File: src/hw/rtl/ucts_pkg.sv
`timescale 1ns / 1ps

package ucts_pkg;

	// Default number of raw byte groups held between front and back
	localparam int QUEUE_DEPTH_DEF = 4;

	// Mode register codes
	localparam logic [1:0] MODE_PASS  = 2'd0;
	localparam logic [1:0] MODE_UPPER = 2'd1;
	localparam logic [1:0] MODE_LOWER = 2'd2;
	localparam logic [1:0] MODE_CAP   = 2'd3;

	// Codepoint limits and special values
	localparam int          CP_W       = 21;
	localparam logic [20:0] CP_REPLACE = 21'h00FFFD;
	localparam logic [20:0] CP_LIMIT   = 21'h110000;
	localparam logic [20:0] CP_4B      = 21'h010000;
	localparam logic [20:0] CP_3B      = 21'h000800;
	localparam logic [20:0] CP_2B      = 21'h000080;
	localparam logic [20:0] CASE_OFS   = 21'd32;

	// Input beat
	typedef struct packed {
		logic [7:0] in_byte;
		logic       in_last;
	} in_beat_t;

	// Output beat
	typedef struct packed {
		logic [7:0] out_byte;
		logic       run_end;
		logic       out_last;
	} out_beat_t;

	// One group of raw bytes ready to decode, as the front hands it to the back
	typedef struct packed {
		logic [3:0][7:0] data;
		logic [2:0]      cnt;
		logic            last;
		logic [1:0]      mode;
	} grp_t;

	// Sequence length announced by a lead byte, zero for a bad lead
	function automatic logic [2:0] lead_len(input logic [7:0] b);
		logic [2:0] len;
		if (!b[7]) begin
			len = 3'd1;
		end else if (b[7:5] == 3'b110) begin
			len = 3'd2;
		end else if (b[7:4] == 4'b1110) begin
			len = 3'd3;
		end else if (b[7:3] == 5'b11110) begin
			len = 3'd4;
		end else begin
			len = 3'd0;
		end
		return len;
	endfunction

endpackage

File: src/hw/rtl/ucts_front.sv
`timescale 1ns / 1ps

module ucts_front (
	input  logic              clk,
	input  logic              arst_n,
	input  logic              cfg_we,
	input  logic [1:0]        cfg_wdata,
	input  logic              in_valid,
	output logic              in_stall,
	input  ucts_pkg::in_beat_t in_data,
	input  logic              q_full,
	output logic              push,
	output ucts_pkg::grp_t    push_grp
);
	import ucts_pkg::*;

	logic [1:0] mode_q;
	logic [7:0] pend_q [3];
	logic [1:0] pcnt_q;
	logic [2:0] seqlen_q;

	logic       accept;
	logic [2:0] need;
	logic [2:0] n;
	logic       fire;
	logic       is_pass;

	// Take a beat whenever the queue has room
	assign in_stall = q_full;
	assign accept   = in_valid && !q_full;
	assign is_pass  = (mode_q == MODE_PASS);

	// Mode register
	always_ff @(posedge clk or negedge arst_n) begin
		if (!arst_n) begin
			mode_q <= MODE_PASS;
		end else if (cfg_we) begin
			mode_q <= cfg_wdata;
		end
	end

	// Classify: does this byte close a group
	always_comb begin
		need = (pcnt_q == 2'd0) ? lead_len(in_data.in_byte) : seqlen_q;
		n    = {1'b0, pcnt_q} + 3'd1;
		fire = (need <= 3'd1) || (n >= need) || in_data.in_last;
	end

	// Assemble the group: held bytes first, then this byte
	always_comb begin
		push_grp.cnt  = is_pass ? 3'd1 : n;
		push_grp.last = in_data.in_last;
		push_grp.mode = mode_q;
		for (int i = 0; i < 3; i++) begin
			if (!is_pass && (2'(i) < pcnt_q)) begin
				push_grp.data[i] = pend_q[i];
			end else if (is_pass ? (i == 0) : (2'(i) == pcnt_q)) begin
				push_grp.data[i] = in_data.in_byte;
			end else begin
				push_grp.data[i] = 8'h00;
			end
		end
		push_grp.data[3] = (!is_pass && pcnt_q == 2'd3) ? in_data.in_byte : 8'h00;
	end

	assign push = accept && (is_pass || fire);

	// Pending sequence control
	always_ff @(posedge clk or negedge arst_n) begin
		if (!arst_n) begin
			pcnt_q   <= 2'd0;
			seqlen_q <= 3'd0;
		end else if (accept) begin
			if (is_pass) begin
				if (in_data.in_last) begin
					pcnt_q   <= 2'd0;
					seqlen_q <= 3'd0;
				end
			end else if (fire) begin
				pcnt_q   <= 2'd0;
				seqlen_q <= 3'd0;
			end else begin
				pcnt_q   <= n[1:0];
				seqlen_q <= need;
			end
		end
	end

	// Hold bytes of an unfinished sequence
	always_ff @(posedge clk) begin
		if (accept && !is_pass && !fire) begin
			pend_q[pcnt_q] <= in_data.in_byte;
		end
	end

endmodule

File: src/hw/rtl/ucts_queue.sv
`timescale 1ns / 1ps

module ucts_queue #(
	parameter int DEPTH = ucts_pkg::QUEUE_DEPTH_DEF
) (
	input  logic           clk,
	input  logic           arst_n,
	input  logic           push,
	input  ucts_pkg::grp_t push_grp,
	input  logic           pop,
	output logic           full,
	output logic           head_valid,
	output ucts_pkg::grp_t head
);
	import ucts_pkg::*;

	localparam int PW = (DEPTH > 1) ? $clog2(DEPTH) : 1;
	localparam int CW = $clog2(DEPTH + 1);

	grp_t          slots_q [DEPTH];
	logic [PW-1:0] wr_ptr_q;
	logic [PW-1:0] rd_ptr_q;
	logic [CW-1:0] cnt_q;

	assign full       = (cnt_q == CW'(DEPTH));
	assign head_valid = (cnt_q != '0);
	assign head       = slots_q[rd_ptr_q];

	// Store a group
	always_ff @(posedge clk) begin
		if (push) begin
			slots_q[wr_ptr_q] <= push_grp;
		end
	end

	// Advance pointers and occupancy
	always_ff @(posedge clk or negedge arst_n) begin
		if (!arst_n) begin
			wr_ptr_q <= '0;
			rd_ptr_q <= '0;
			cnt_q    <= '0;
		end else begin
			if (push) begin
				wr_ptr_q <= (wr_ptr_q == PW'(DEPTH - 1)) ? '0 : wr_ptr_q + 1'b1;
			end
			if (pop) begin
				rd_ptr_q <= (rd_ptr_q == PW'(DEPTH - 1)) ? '0 : rd_ptr_q + 1'b1;
			end
			if (push && !pop) begin
				cnt_q <= cnt_q + 1'b1;
			end else if (pop && !push) begin
				cnt_q <= cnt_q - 1'b1;
			end
		end
	end

endmodule

File: src/hw/rtl/ucts_back.sv
`timescale 1ns / 1ps

module ucts_back (
	input  logic               clk,
	input  logic               arst_n,
	input  logic               head_valid,
	input  ucts_pkg::grp_t     head,
	output logic               pop,
	output logic               out_valid,
	input  logic               out_stall,
	output ucts_pkg::out_beat_t out_data
);
	import ucts_pkg::*;

	logic [1:0] pos_q;
	logic [1:0] idx_q;
	logic       cap_q;
	logic       out_valid_q;
	out_beat_t  out_data_q;

	logic [31:0]     sh;
	logic [7:0]      b0, b1, b2, b3;
	logic [2:0]      rem;
	logic [2:0]      len;
	logic [2:0]      used;
	logic [CP_W-1:0] cp;
	logic [CP_W-1:0] t;
	logic [CP_W-1:0] e;
	logic [2:0]      elen;
	logic [7:0]      ob;
	logic            sp, is_lo, is_up;
	logic            is_pass;
	logic            cp_end;
	logic [2:0]      nxt_pos;
	logic            grp_done;
	logic            step;

	assign is_pass = (head.mode == MODE_PASS);
	assign step    = head_valid && (!out_valid_q || !out_stall);
	assign pop     = step && grp_done;

	// Decode one codepoint at the current position
	always_comb begin
		sh   = head.data >> {pos_q, 3'b000};
		b0   = sh[7:0];
		b1   = sh[15:8];
		b2   = sh[23:16];
		b3   = sh[31:24];
		rem  = head.cnt - {1'b0, pos_q};
		len  = lead_len(b0);
		used = 3'd1;
		cp   = CP_REPLACE;
		if (len == 3'd1) begin
			cp = {13'd0, b0};
		end else if (len == 3'd2 && rem >= 3'd2) begin
			cp   = {10'd0, b0[4:0], b1[5:0]};
			used = 3'd2;
		end else if (len == 3'd3 && rem >= 3'd3) begin
			cp   = {5'd0, b0[3:0], b1[5:0], b2[5:0]};
			used = 3'd3;
		end else if (len == 3'd4 && rem >= 3'd4) begin
			cp   = {b0[2:0], b1[5:0], b2[5:0], b3[5:0]};
			used = 3'd4;
		end
	end

	// Apply the case rule of the group's mode
	always_comb begin
		sp = (cp == 21'h20) || (cp == 21'h09) || (cp == 21'h0A) ||
		     (cp == 21'h0D) || (cp == 21'h0C) || (cp == 21'h0B);
		is_lo = (cp >= 21'h61) && (cp <= 21'h7A);
		is_up = (cp >= 21'h41) && (cp <= 21'h5A);
		case (head.mode)
			MODE_UPPER: t = is_lo ? cp - CASE_OFS : cp;
			MODE_LOWER: t = is_up ? cp + CASE_OFS : cp;
			MODE_CAP:   t = (!sp && cap_q && is_lo) ? cp - CASE_OFS : cp;
			default:    t = cp;
		endcase
	end

	// Encode in shortest form, one byte per step
	always_comb begin
		e = (t >= CP_LIMIT) ? CP_REPLACE : t;
		if (e < CP_2B) begin
			elen = 3'd1;
		end else if (e < CP_3B) begin
			elen = 3'd2;
		end else if (e < CP_4B) begin
			elen = 3'd3;
		end else begin
			elen = 3'd4;
		end
		case (elen)
			3'd1: ob = e[7:0];
			3'd2: ob = (idx_q == 2'd0) ? {3'b110, e[10:6]} : {2'b10, e[5:0]};
			3'd3: begin
				case (idx_q)
					2'd0:    ob = {4'b1110, e[15:12]};
					2'd1:    ob = {2'b10, e[11:6]};
					default: ob = {2'b10, e[5:0]};
				endcase
			end
			default: begin
				case (idx_q)
					2'd0:    ob = {5'b11110, e[20:18]};
					2'd1:    ob = {2'b10, e[17:12]};
					2'd2:    ob = {2'b10, e[11:6]};
					default: ob = {2'b10, e[5:0]};
				endcase
			end
		endcase
		if (is_pass) begin
			ob = head.data[0];
		end
		cp_end   = (({1'b0, idx_q} + 3'd1) == elen);
		nxt_pos  = {1'b0, pos_q} + used;
		grp_done = is_pass || (cp_end && (nxt_pos == head.cnt));
	end

	// Walk positions and bytes inside the group
	always_ff @(posedge clk or negedge arst_n) begin
		if (!arst_n) begin
			pos_q <= 2'd0;
			idx_q <= 2'd0;
			cap_q <= 1'b1;
		end else if (step) begin
			if (grp_done) begin
				pos_q <= 2'd0;
				idx_q <= 2'd0;
			end else if (cp_end) begin
				pos_q <= nxt_pos[1:0];
				idx_q <= 2'd0;
			end else begin
				idx_q <= idx_q + 2'd1;
			end
			if (!is_pass && cp_end && head.mode == MODE_CAP) begin
				if (sp) begin
					cap_q <= 1'b1;
				end else if (cap_q) begin
					cap_q <= 1'b0;
				end
			end
			// end of string rearms capitalize
			if (grp_done && head.last) begin
				cap_q <= 1'b1;
			end
		end
	end

	// Output register: load on a step, drop once taken
	always_ff @(posedge clk or negedge arst_n) begin
		if (!arst_n) begin
			out_valid_q <= 1'b0;
		end else if (step) begin
			out_valid_q <= 1'b1;
		end else if (!out_stall) begin
			out_valid_q <= 1'b0;
		end
	end

	always_ff @(posedge clk) begin
		if (step) begin
			out_data_q.out_byte <= ob;
			out_data_q.run_end  <= grp_done;
			out_data_q.out_last <= grp_done && head.last;
		end
	end

	assign out_valid = out_valid_q;
	assign out_data  = out_data_q;

endmodule

File: src/hw/rtl/utf8_case_transform_stream_top.sv
`timescale 1ns / 1ps

// Channel | Handshake          | Payload                       | Beat
// cfg     | cfg_we             | cfg_wdata[1:0] (mode)         | one register write
// in      | in_valid/in_stall  | in_data  {in_byte, in_last}   | one input byte
// out     | out_valid/out_stall| out_data {out_byte, run_end, out_last} | one output byte
//
// Input beats are taken one per cycle while the group queue has room.
// The back emits one output byte per cycle while a group waits and out_stall is low; an input
// byte yields one or more output bytes (usually one; a replaced cut sequence yields up to nine).
// The group queue (QUEUE_DEPTH entries) lets front and back stall independently.
// Reset (arst_n low, asynchronous) clears mode, held count, queue and output valid,
// and arms capitalize; there is no clearing pass.
module utf8_case_transform_stream_top #(
	parameter int QUEUE_DEPTH = ucts_pkg::QUEUE_DEPTH_DEF
) (
	input  logic                clk,
	input  logic                arst_n,
	input  logic                cfg_we,
	input  logic [1:0]          cfg_wdata,
	input  logic                in_valid,
	output logic                in_stall,
	input  ucts_pkg::in_beat_t  in_data,
	output logic                out_valid,
	input  logic                out_stall,
	output ucts_pkg::out_beat_t out_data
);
	import ucts_pkg::*;

	logic q_full;
	logic q_push;
	grp_t q_push_grp;
	logic q_pop;
	logic q_head_valid;
	grp_t q_head;

	// Accept and classify bytes into groups
	ucts_front u_front (
		.clk       (clk),
		.arst_n    (arst_n),
		.cfg_we    (cfg_we),
		.cfg_wdata (cfg_wdata),
		.in_valid  (in_valid),
		.in_stall  (in_stall),
		.in_data   (in_data),
		.q_full    (q_full),
		.push      (q_push),
		.push_grp  (q_push_grp)
	);

	// Buffer groups between the two sides
	ucts_queue #(
		.DEPTH (QUEUE_DEPTH)
	) u_queue (
		.clk        (clk),
		.arst_n     (arst_n),
		.push       (q_push),
		.push_grp   (q_push_grp),
		.pop        (q_pop),
		.full       (q_full),
		.head_valid (q_head_valid),
		.head       (q_head)
	);

	// Decode, transform and re-encode
	ucts_back u_back (
		.clk        (clk),
		.arst_n     (arst_n),
		.head_valid (q_head_valid),
		.head       (q_head),
		.pop        (q_pop),
		.out_valid  (out_valid),
		.out_stall  (out_stall),
		.out_data   (out_data)
	);

endmodule

File: config.mk
export PLATFORM = sky130hd
export DESIGN_NAME = utf8_case_transform_stream_top
export DESIGN_NICKNAME = d
export VERILOG_FILES = /design/src/hw/rtl/ucts_pkg.sv /design/src/hw/rtl/ucts_front.sv /design/src/hw/rtl/ucts_queue.sv /design/src/hw/rtl/ucts_back.sv /design/src/hw/rtl/utf8_case_transform_stream_top.sv
export SDC_FILE = /design/constraint.sdc
export NUM_CORES = 1
export LEC_CHECK = 0
export BUFFER_PORTS_ARGS = -buffer_cell sky130_fd_sc_hd__buf_2
export CAP_MARGIN = 20
export CORE_UTILIZATION = 30
export CTS_CLUSTER_DIAMETER = 50
export CTS_CLUSTER_SIZE = 10
export DETAILED_ROUTE_END_ITERATION = 8
export PLACE_DENSITY_LB_ADDON = 0.25
export SYNTH_ARGS = -nofsm -noshare
export SYNTH_HDL_FRONTEND = slang
export SYNTH_HIERARCHICAL = 1
export SYNTH_SLANG_ARGS = --single-unit
File: constraint.sdc
create_clock -name clk -period 8.65 [get_ports clk]
set_input_delay 0.865 -clock clk [delete_from_list [all_inputs] [get_ports clk]]
set_output_delay 0.865 -clock clk [all_outputs]
set_load 0.01 [all_outputs]
# Yosys cells after proc, flatten, opt, wreduce, memory -nomap -nowiden
# Memories as Yosys holds them, arrays and structs flattened.
# Index checks and enable logic that the tools add are counted.
# word_totals
n_memories,2
word_cells,194
ram_bits,176
reg_bits,30
out_inout_bits,12
in_bits,16
# op_classes
n_lt_le_gt_ge,16
reduce_logical,53
shift,1
n_addsub,11
eq_ne,34
mux,64
# memory_table
memory,depth,width,rd,rd_clocked_by_memory_dff,write_ports,line_no,source
u_queue.slots_q,4,38,1,0,1,ucts_queue.sv:20,grp_t slots_q [DEPTH];
u_front.pend_q,3,8,3,0,1,ucts_front.sv:18,logic [7:0] pend_q [3];
# op_table
operator,count
$mux W21,8
$eq A21 B4 Y1 const B,5
$mux W3,22
$mux W8,8
$pmux W21 S3,1
$ge A21 B7 Y1 const B,2
$le A21 B7 Y1 const B,2
$shr A32 B5 Y30,1
$pmux W8 S3,1
$logic_and A1 B1 Y1,23
$add A21 B6 Y21 const B,1
$eq A21 B6 Y1 const B,1
$ge A21 B21 Y1 const B,1
$lt A21 B12 Y1 const B,1
$lt A21 B17 Y1 const B,1
$lt A21 B8 Y1 const B,1
$pmux W7 S3,1
$sub A21 B6 Y21 const B,1
$mux W2,9
$pmux W7 S2,1
$eq A2 B2 Y1 const B,6
$eq A3 B2 Y1 const B,4
$eq A3 B3 Y1 const B,4
$mux W1,12
28 further kinds,62

# Longest topological paths before layout
# Gate-level depths: netlist of the first run.
# An unclocked memory read counts as a cell.
# logic_depth
depth_word,37
depth_mapped,27
ltp_nobuf,25

# Cells and area by module
# Netlist of the first run, hierarchy kept.
# by_module_without_submodules
mod,instances,area_each_um2,cells_per_inst,seq_area_each_um2
ucts_queue,1,5948.2,236,4739.5
ucts_back,1,3133.0,395,451.7
ucts_front,1,1692.9,158,895.9

# Worst setup path before layout of the first run
# No wires, ideal clock.
# synth_timing
path_kind,register -> register
from,register u_queue.rd_ptr_q[0]
to,register u_queue.cnt_q[1]
synth_period_minus_slack_ns,5.876
setup_ns,0.125
t_required_ns,8.525
path_buffers,3
slack_ns,2.774
stages_incl_launch_ff,26
t_arrival_ns,5.751
cell_sequence,dfrtp_1 > buf_6 > buf_12 > mux4_2 > inv_1 > ha_1 > inv_1 > fa_1 > xnor2_2 > nand4_4 > or3_1 > buf_6 > o221ai_1 > and3_1 > and2_1 > o31ai_2 > or4_1 > a211oi_1 > o21a_1 > nor2_1 > nor3_1 > inv_1 > ha_1 > inv_1 > fa_1 > mux2_2
# synth_lines
element,line_no,source
start: declaration,ucts_queue.sv:22,logic [PW-1:0] rd_ptr_q;
start signal: assignment,ucts_queue.sv:47,rd_ptr_q <= (rd_ptr_q == PW'(DEPTH - 1)) ? '0 : rd_ptr_q + 1'b1;
end signal: assignment,ucts_queue.sv:50,cnt_q <= cnt_q + 1'b1;
end signal: assignment,ucts_queue.sv:52,cnt_q <= cnt_q - 1'b1;
end: declaration,ucts_queue.sv:23,logic [CW-1:0] cnt_q;

==> results of run 1 <==
-- metrics by stage --
stage | instance area (um2) | utilization | hold slack [ns] | worst slack (ns)
floorplan | 10800 | - | 0.449 | 2.77
global placement | 11300 | 0.318 | 0.475 | 1.63
detailed placement | 11300 | 0.318 | 0.479 | 1.67
CTS | 12100 | 0.342 | 0.305 | 1.66
global route | 12100 | 0.342 | 0.322 | 1.06
finish | 12100 | 0.342 | 0.305 | 1.63
-- per-layer routing --
metal	GRT usage	wire length (um)	part of all wire
met3	0.0259	1450	0.052
met5	0	0	0
met1	0.208	12600	0.45
met2	0.252	12900	0.47
met4	0.0449	762	0.028
-- state kept, by name (all words and copies together) (netlist names) --
name              count
u_back/cap_q          1
u_back/out_data      10
u_back/idx_q          2
u_queue/cnt_q         3
u_front/mode_q        2
u_back/out_valid      1
u_front/pcnt_q        2
u_back/pos_q          2
u_queue/rd_ptr_q      2
u_queue/slots_q     152
u_front/pend_q       24
u_queue/wr_ptr_q      2
u_front/seqlen_q      3
-- worst paths after layout --
| check | slack [ns] | from | endpoint |
|---|---|---|---|
| setup / recovery | 1.63 | u_queue/rd_ptr_q[0] | u_queue/cnt_q[1] |
| hold / removal | 0.31 | arst_n | u_front/seqlen_q[1] |
| setup reg to reg | 1.63 | u_queue/rd_ptr_q[0] | u_queue/cnt_q[1] |
| hold reg to reg | 0.48 | u_front/seqlen_q[1] | u_front/seqlen_q[1] |
| max in group asynchronous | 7.93 | arst_n | u_queue/rd_ptr_q[1] |
| min in group clk | 0.48 | u_front/seqlen_q[1] | u_front/seqlen_q[1] |
-- cells by family (layout without fill, tap and decap cells) --
group           Yosys count  in the layout  share of synthesized area
simple gates            225            225                      0.108
xor+xnor                 10             10                    0.00883
fa+ha+maj                25             25                     0.0311
compound gates          174            174                      0.121
flops                   206            206                      0.565
buf+inv                  66            114                     0.0368
mux                      83             83                      0.129
-- layout make-up --
type	count	area [um2]	share of cell area
clock buffer	41	758	0.0625
sequential	206	6090	0.502
timing repair buffer	42	248	0.0204
inverter	24	90.1	0.00742
tap	461	577	0.0475
clock inverter	7	82.6	0.00680
multi-input combinational	517	4300	0.354
-- placed cells by master (no fill, tap or decap), drive strengths merged, types with 6 or more instances in the layout --
cell,instances
nand2b,8
nand2,50
buf,42
nor4,7
o21ai,24
a2111oi,8
a21oi,35
a31oi,10
and2,11
mux2i,25
nor2b,6
o31ai,16
o211ai,10
xnor2,6
ha,22
nor3,20
clkbuf,41
nand4,7
dfrtp,19
nand3,9
mux4,43
mux2,15
or3,6
o221ai,6
nor2,59
edfxtp,186
inv,26
and3,25
==> results.md, run 1 <==
- Max Slew Vio Count: 0
- Htree depth: 1
- # Max-Cap Violations: 0
- Cell repeated most along the worst path: inv_1
- Num CTS Buffers: 27
- Vias/cell: 5.40
- Final net count: 859
- Number of synthesized flops with an enable pin: ~190
- Syn Area/Cell: 13.7 um2
- Startpoint Class: flip-flop
- Clock Path Buffers: 3
- DRT Pass-1 Iters: 5
- CTS tree: yes
- CP required: 9.08 ns
- Setup crit end kind: flip-flop
- Most frequent cell after synthesis: edfxtp_1
- CP cell instances: buf_4 -> mux4_2 -> mux4_2 -> o21ai_2 -> o31ai_1 -> o31ai_2 -> inv_1 -> nor4b_2 -> nand4_1 -> o31ai_2 -> o211ai_1 -> a211oi_1 -> o21a_1 -> nor2_1 -> nor3_1 -> inv_1 -> ha_1 -> inv_1 -> fa_1 -> mux2_2
- Final Non-Filler Cells: between 1000 and 1500
- I/O pin total: 28
- Vias in the first global route: approximately 7200
- Status: finished clean
- Sequential fraction of the synthesis area: 0.565
- PortBufs: 27
- Unrepaired setup endpoints after global routing: no
- First-pass GRT wire length: 43100 um
- Clock sinks: 206
- Final Hold Vio Count: 0
- Initial core utilization: 0.304
- GRT Overall Usage: 0.154
- Max Fclk: 0.142 GHz
- Worst Clk Skew: 0.0155 ns
- CP max stage delay: roughly 0.65 ns
- Top post-synthesis cells by count: edfxtp_1, nor2_1, nand2_1, mux4_2, a21oi_1
- Final period util: 0.812
- Iter 0 DRT Violations: 524
- Drt total wl: 27700 um
- # diodes: 0
- Standard-cell rows: ~70
- Die height: between 150 and 200 um
- Post-route minimum period: 7.02 ns
- Largest net degree at the start of global routing: 39
- Crit path DAT: 7.46 ns
- Congestion Overflow GR: 0
- Leading post-synthesis cells by cell area: edfxtp_1, mux4_2, dfrtp_1, ha_1, mux2i_1
- Clock root buffer: clkbuf_16
- CP Depth: 20
- Worst Path Buf+Inv: 4
- Hold WC Path Type: in -> async
- Initial antenna violation count: 2
- WS Path Type: reg -> reg
- Remaining antenna violation count after routing: 0
- Post-DP HPWL: 19000 um
- Relative slew slack: 0.424
- Die area: 0.0367 mm2
- Seq cells post-synth: between 200 and 250
- Filler instances: ~3500
- Worst Path Max Fanout: 30
- Post-Syn Nets: 830
- Crit-path leading delay family: compound AO/OA/AOI/OAI gates
- Total Neg Setup Slack: 0 ns
- Top FF cell, synth: edfxtp_1
- Placer Congestion: 0.924
- Cts repair resizes: 0
- Syn. warnings: 6
- Ys async rst share: 0.0971
- Skew-Pair Late Insertion Delay: around 0.55 ns
- CTS clock-pin slew for the worst setup and hold paths: 0.05 ns
- Hold_buf cts: 0
- Area added between synthesis and finish: 12.7%
- Post-CTS setup buffers: 0
- Die width: 192 um
- DR vias: 7005
- # DRC: 0
- Synth unique cells: 90
- Share of the synthesized area in the top cell type: 0.518
- Synthesized cell area: 0.0108 mm2
- Synth area leader: edfxtp_1
- Worst slew pin tran: 0.856 ns
- Core ar.: 0.0355 mm2
- Share of layout cells above drive strength 1: 0.198
- Cells after DPL: 1250
- R2R cell count: 20
- Slowest CP cell: mux4_2
- Setup violators final: 0
- WL per Instance: about 21 um
- Cells after synthesis: 789
Power of run 1 is not shown: default switching activity piles up to over one toggle a cycle in this logic, so the estimate is an artifact.
==> run 2: changes to the inputs <==
Clock period 8.65 ns to 6 ns, I/O delays scaled along.
==> results.md, run 2 (synthesized netlist as in run 1, its figures left out) <==
- Status: finished clean
- Worst Clk Skew: 0.0130 ns
- DRT Pass-1 Iters: 5
- Die width: 192 um
- Initial core utilization: 0.304
- Worst slew pin tran: 1.10 ns
- # DRC: 0
- Remaining antenna violation count after routing: 0
- # Max-Cap Violations: 0
- Final Non-Filler Cells: 1342
- Startpoint Class: flip-flop
- Congestion Overflow GR: 0
- Die height: ~190 um
- Worst Path Buf+Inv: 6
- CTS tree: yes
- WL per Instance: 21.2 um
- CTS clock-pin slew for the worst setup and hold paths: 0.05 ns
- Largest net degree at the start of global routing: 39
- First-pass GRT wire length: 43200 um
- GRT Overall Usage: 0.156
- Drt total wl: between 20000 and 30000 um
- Cells after DPL: about 1300
- I/O pin total: 28
- CP required: 6.49 ns
- Clock Path Buffers: 3
- Vias in the first global route: 7115
- Hold WC Path Type: in -> async
- Post-route minimum period: 5.74 ns
- Clock sinks: approximately 210
- Core ar.: 0.0355 mm2
- Standard-cell rows: 69
- Area added between synthesis and finish: 18.9%
- Crit-path leading delay family: simple AND/OR/NAND/NOR gates
- Vias/cell: 5.34
- PortBufs: 27
- Final Hold Vio Count: 0
- # diodes: 0
- Slowest CP cell: or4_4
- Cell repeated most along the worst path: inv_1
- DR vias: 7171
- Placer Congestion: 0.907
- Most frequent cells in the layout: edfxtp_1, nor2_1, buf_4
- Clock root buffer: clkbuf_16
- Final period util: 0.957
- Crit path DAT: 6.23 ns
- Relative slew slack: 0.266
- Reg-to-reg slack, setup: 0.26 ns
- Skew-Pair Late Insertion Delay: 0.56 ns
- Num CTS Buffers: 29
- Share of layout cells above drive strength 1: 0.274
- Worst Path Max Fanout: 5
- Total Neg Setup Slack: 0 ns
- CP max stage delay: 0.58 ns
- Post-DP HPWL: 19900 um
- WS Path Type: reg -> reg
- Commonest non-fill, non-tap cell in the layout: edfxtp_1
- Setup violators final: 0
- Max Fclk: 0.174 GHz
- Max Slew Vio Count: 0
- Largest Register: u_queue/slots_q
- Iter 0 DRT Violations: 474
- Initial antenna violation count: 0
- Die area: roughly 0.037 mm2
- Final net count: roughly 910
- Setup crit end kind: flip-flop
- Htree depth: 1
- Max FFs per register: around 150
run 2: cell count changes in the layout (fill, tap and decap cells not counted), moves of 3 or more:
| cell | previous run | this run |
|---|---|---|
| clkbuf_1 | 11 | 4 |
| buf_4 | 15 | 54 |
| o31ai_2 | 3 | 7 |
| buf_12 | 0 | 5 |
| o221ai_1 | 4 | 1 |
| bufinv_16 | 1 | 4 |
| o31ai_1 | 13 | 9 |
run 2: final timing paths:
kind                                     start  cells after the start                   to
max reg2reg                u_queue/rd_ptr_q[0]                     26     u_queue/cnt_q[2]
max in group asynchronous               arst_n                      1  u_queue/rd_ptr_q[1]
min reg2reg                   u_queue/cnt_q[2]                      1     u_queue/cnt_q[2]
min in group clk                     out_stall                      3     u_back/out_valid
max                        u_queue/rd_ptr_q[0]                     26     u_queue/cnt_q[2]
min                                     arst_n                      1  u_front/seqlen_q[1]
run 2: what timing repair did:
item	4_1_cts	5_1_grt
endpoints found under the setup margin	1	2
setup buffers	0	13
pin swaps	0	13
cloned	0	1
resized for setup	4	30
hold buffers	0	0
run 2: cell type report:
type / count / area, um2
Inverter: 24 / 90.1
Clock buffer: 34 / 754
Tap cell: 461 / 577
Multi-Input combinational cell: 518 / 4470
Timing Repair Buffer: 87 / 652
Clock inverter: 12 / 186
Sequential cell: 206 / 6090
Fill cell: 3425 / 22700
run 2: metal layers:
metal | up-vias | share of wire | track usage
met5 | - | 0 | 0
met4 | 0 | 0.033 | 0.0562
met3 | 65 | 0.048 | 0.0222
met2 | 234 | 0.47 | 0.251
met1 | 3572 | 0.45 | 0.213
li1 | 3300 | - | -
run 2: through the flow:
stage | setup slack, ns | hold WS [ns] | utilization | cell area, um2
final | 0.260 | 0.0174 | 0.361 | 12800
after floorplan | 0.124 | 0.304 | - | 10800
after global placement | -0.0291 | 0.467 | 0.326 | 11500
after detailed placement | -0.0875 | 0.471 | 0.326 | 11500
after global routing | -0.0369 | 0.0444 | 0.361 | 12800
after CTS | 0.000163 | 0.0256 | 0.353 | 12500
Power of run 2 is left out for the same reason.
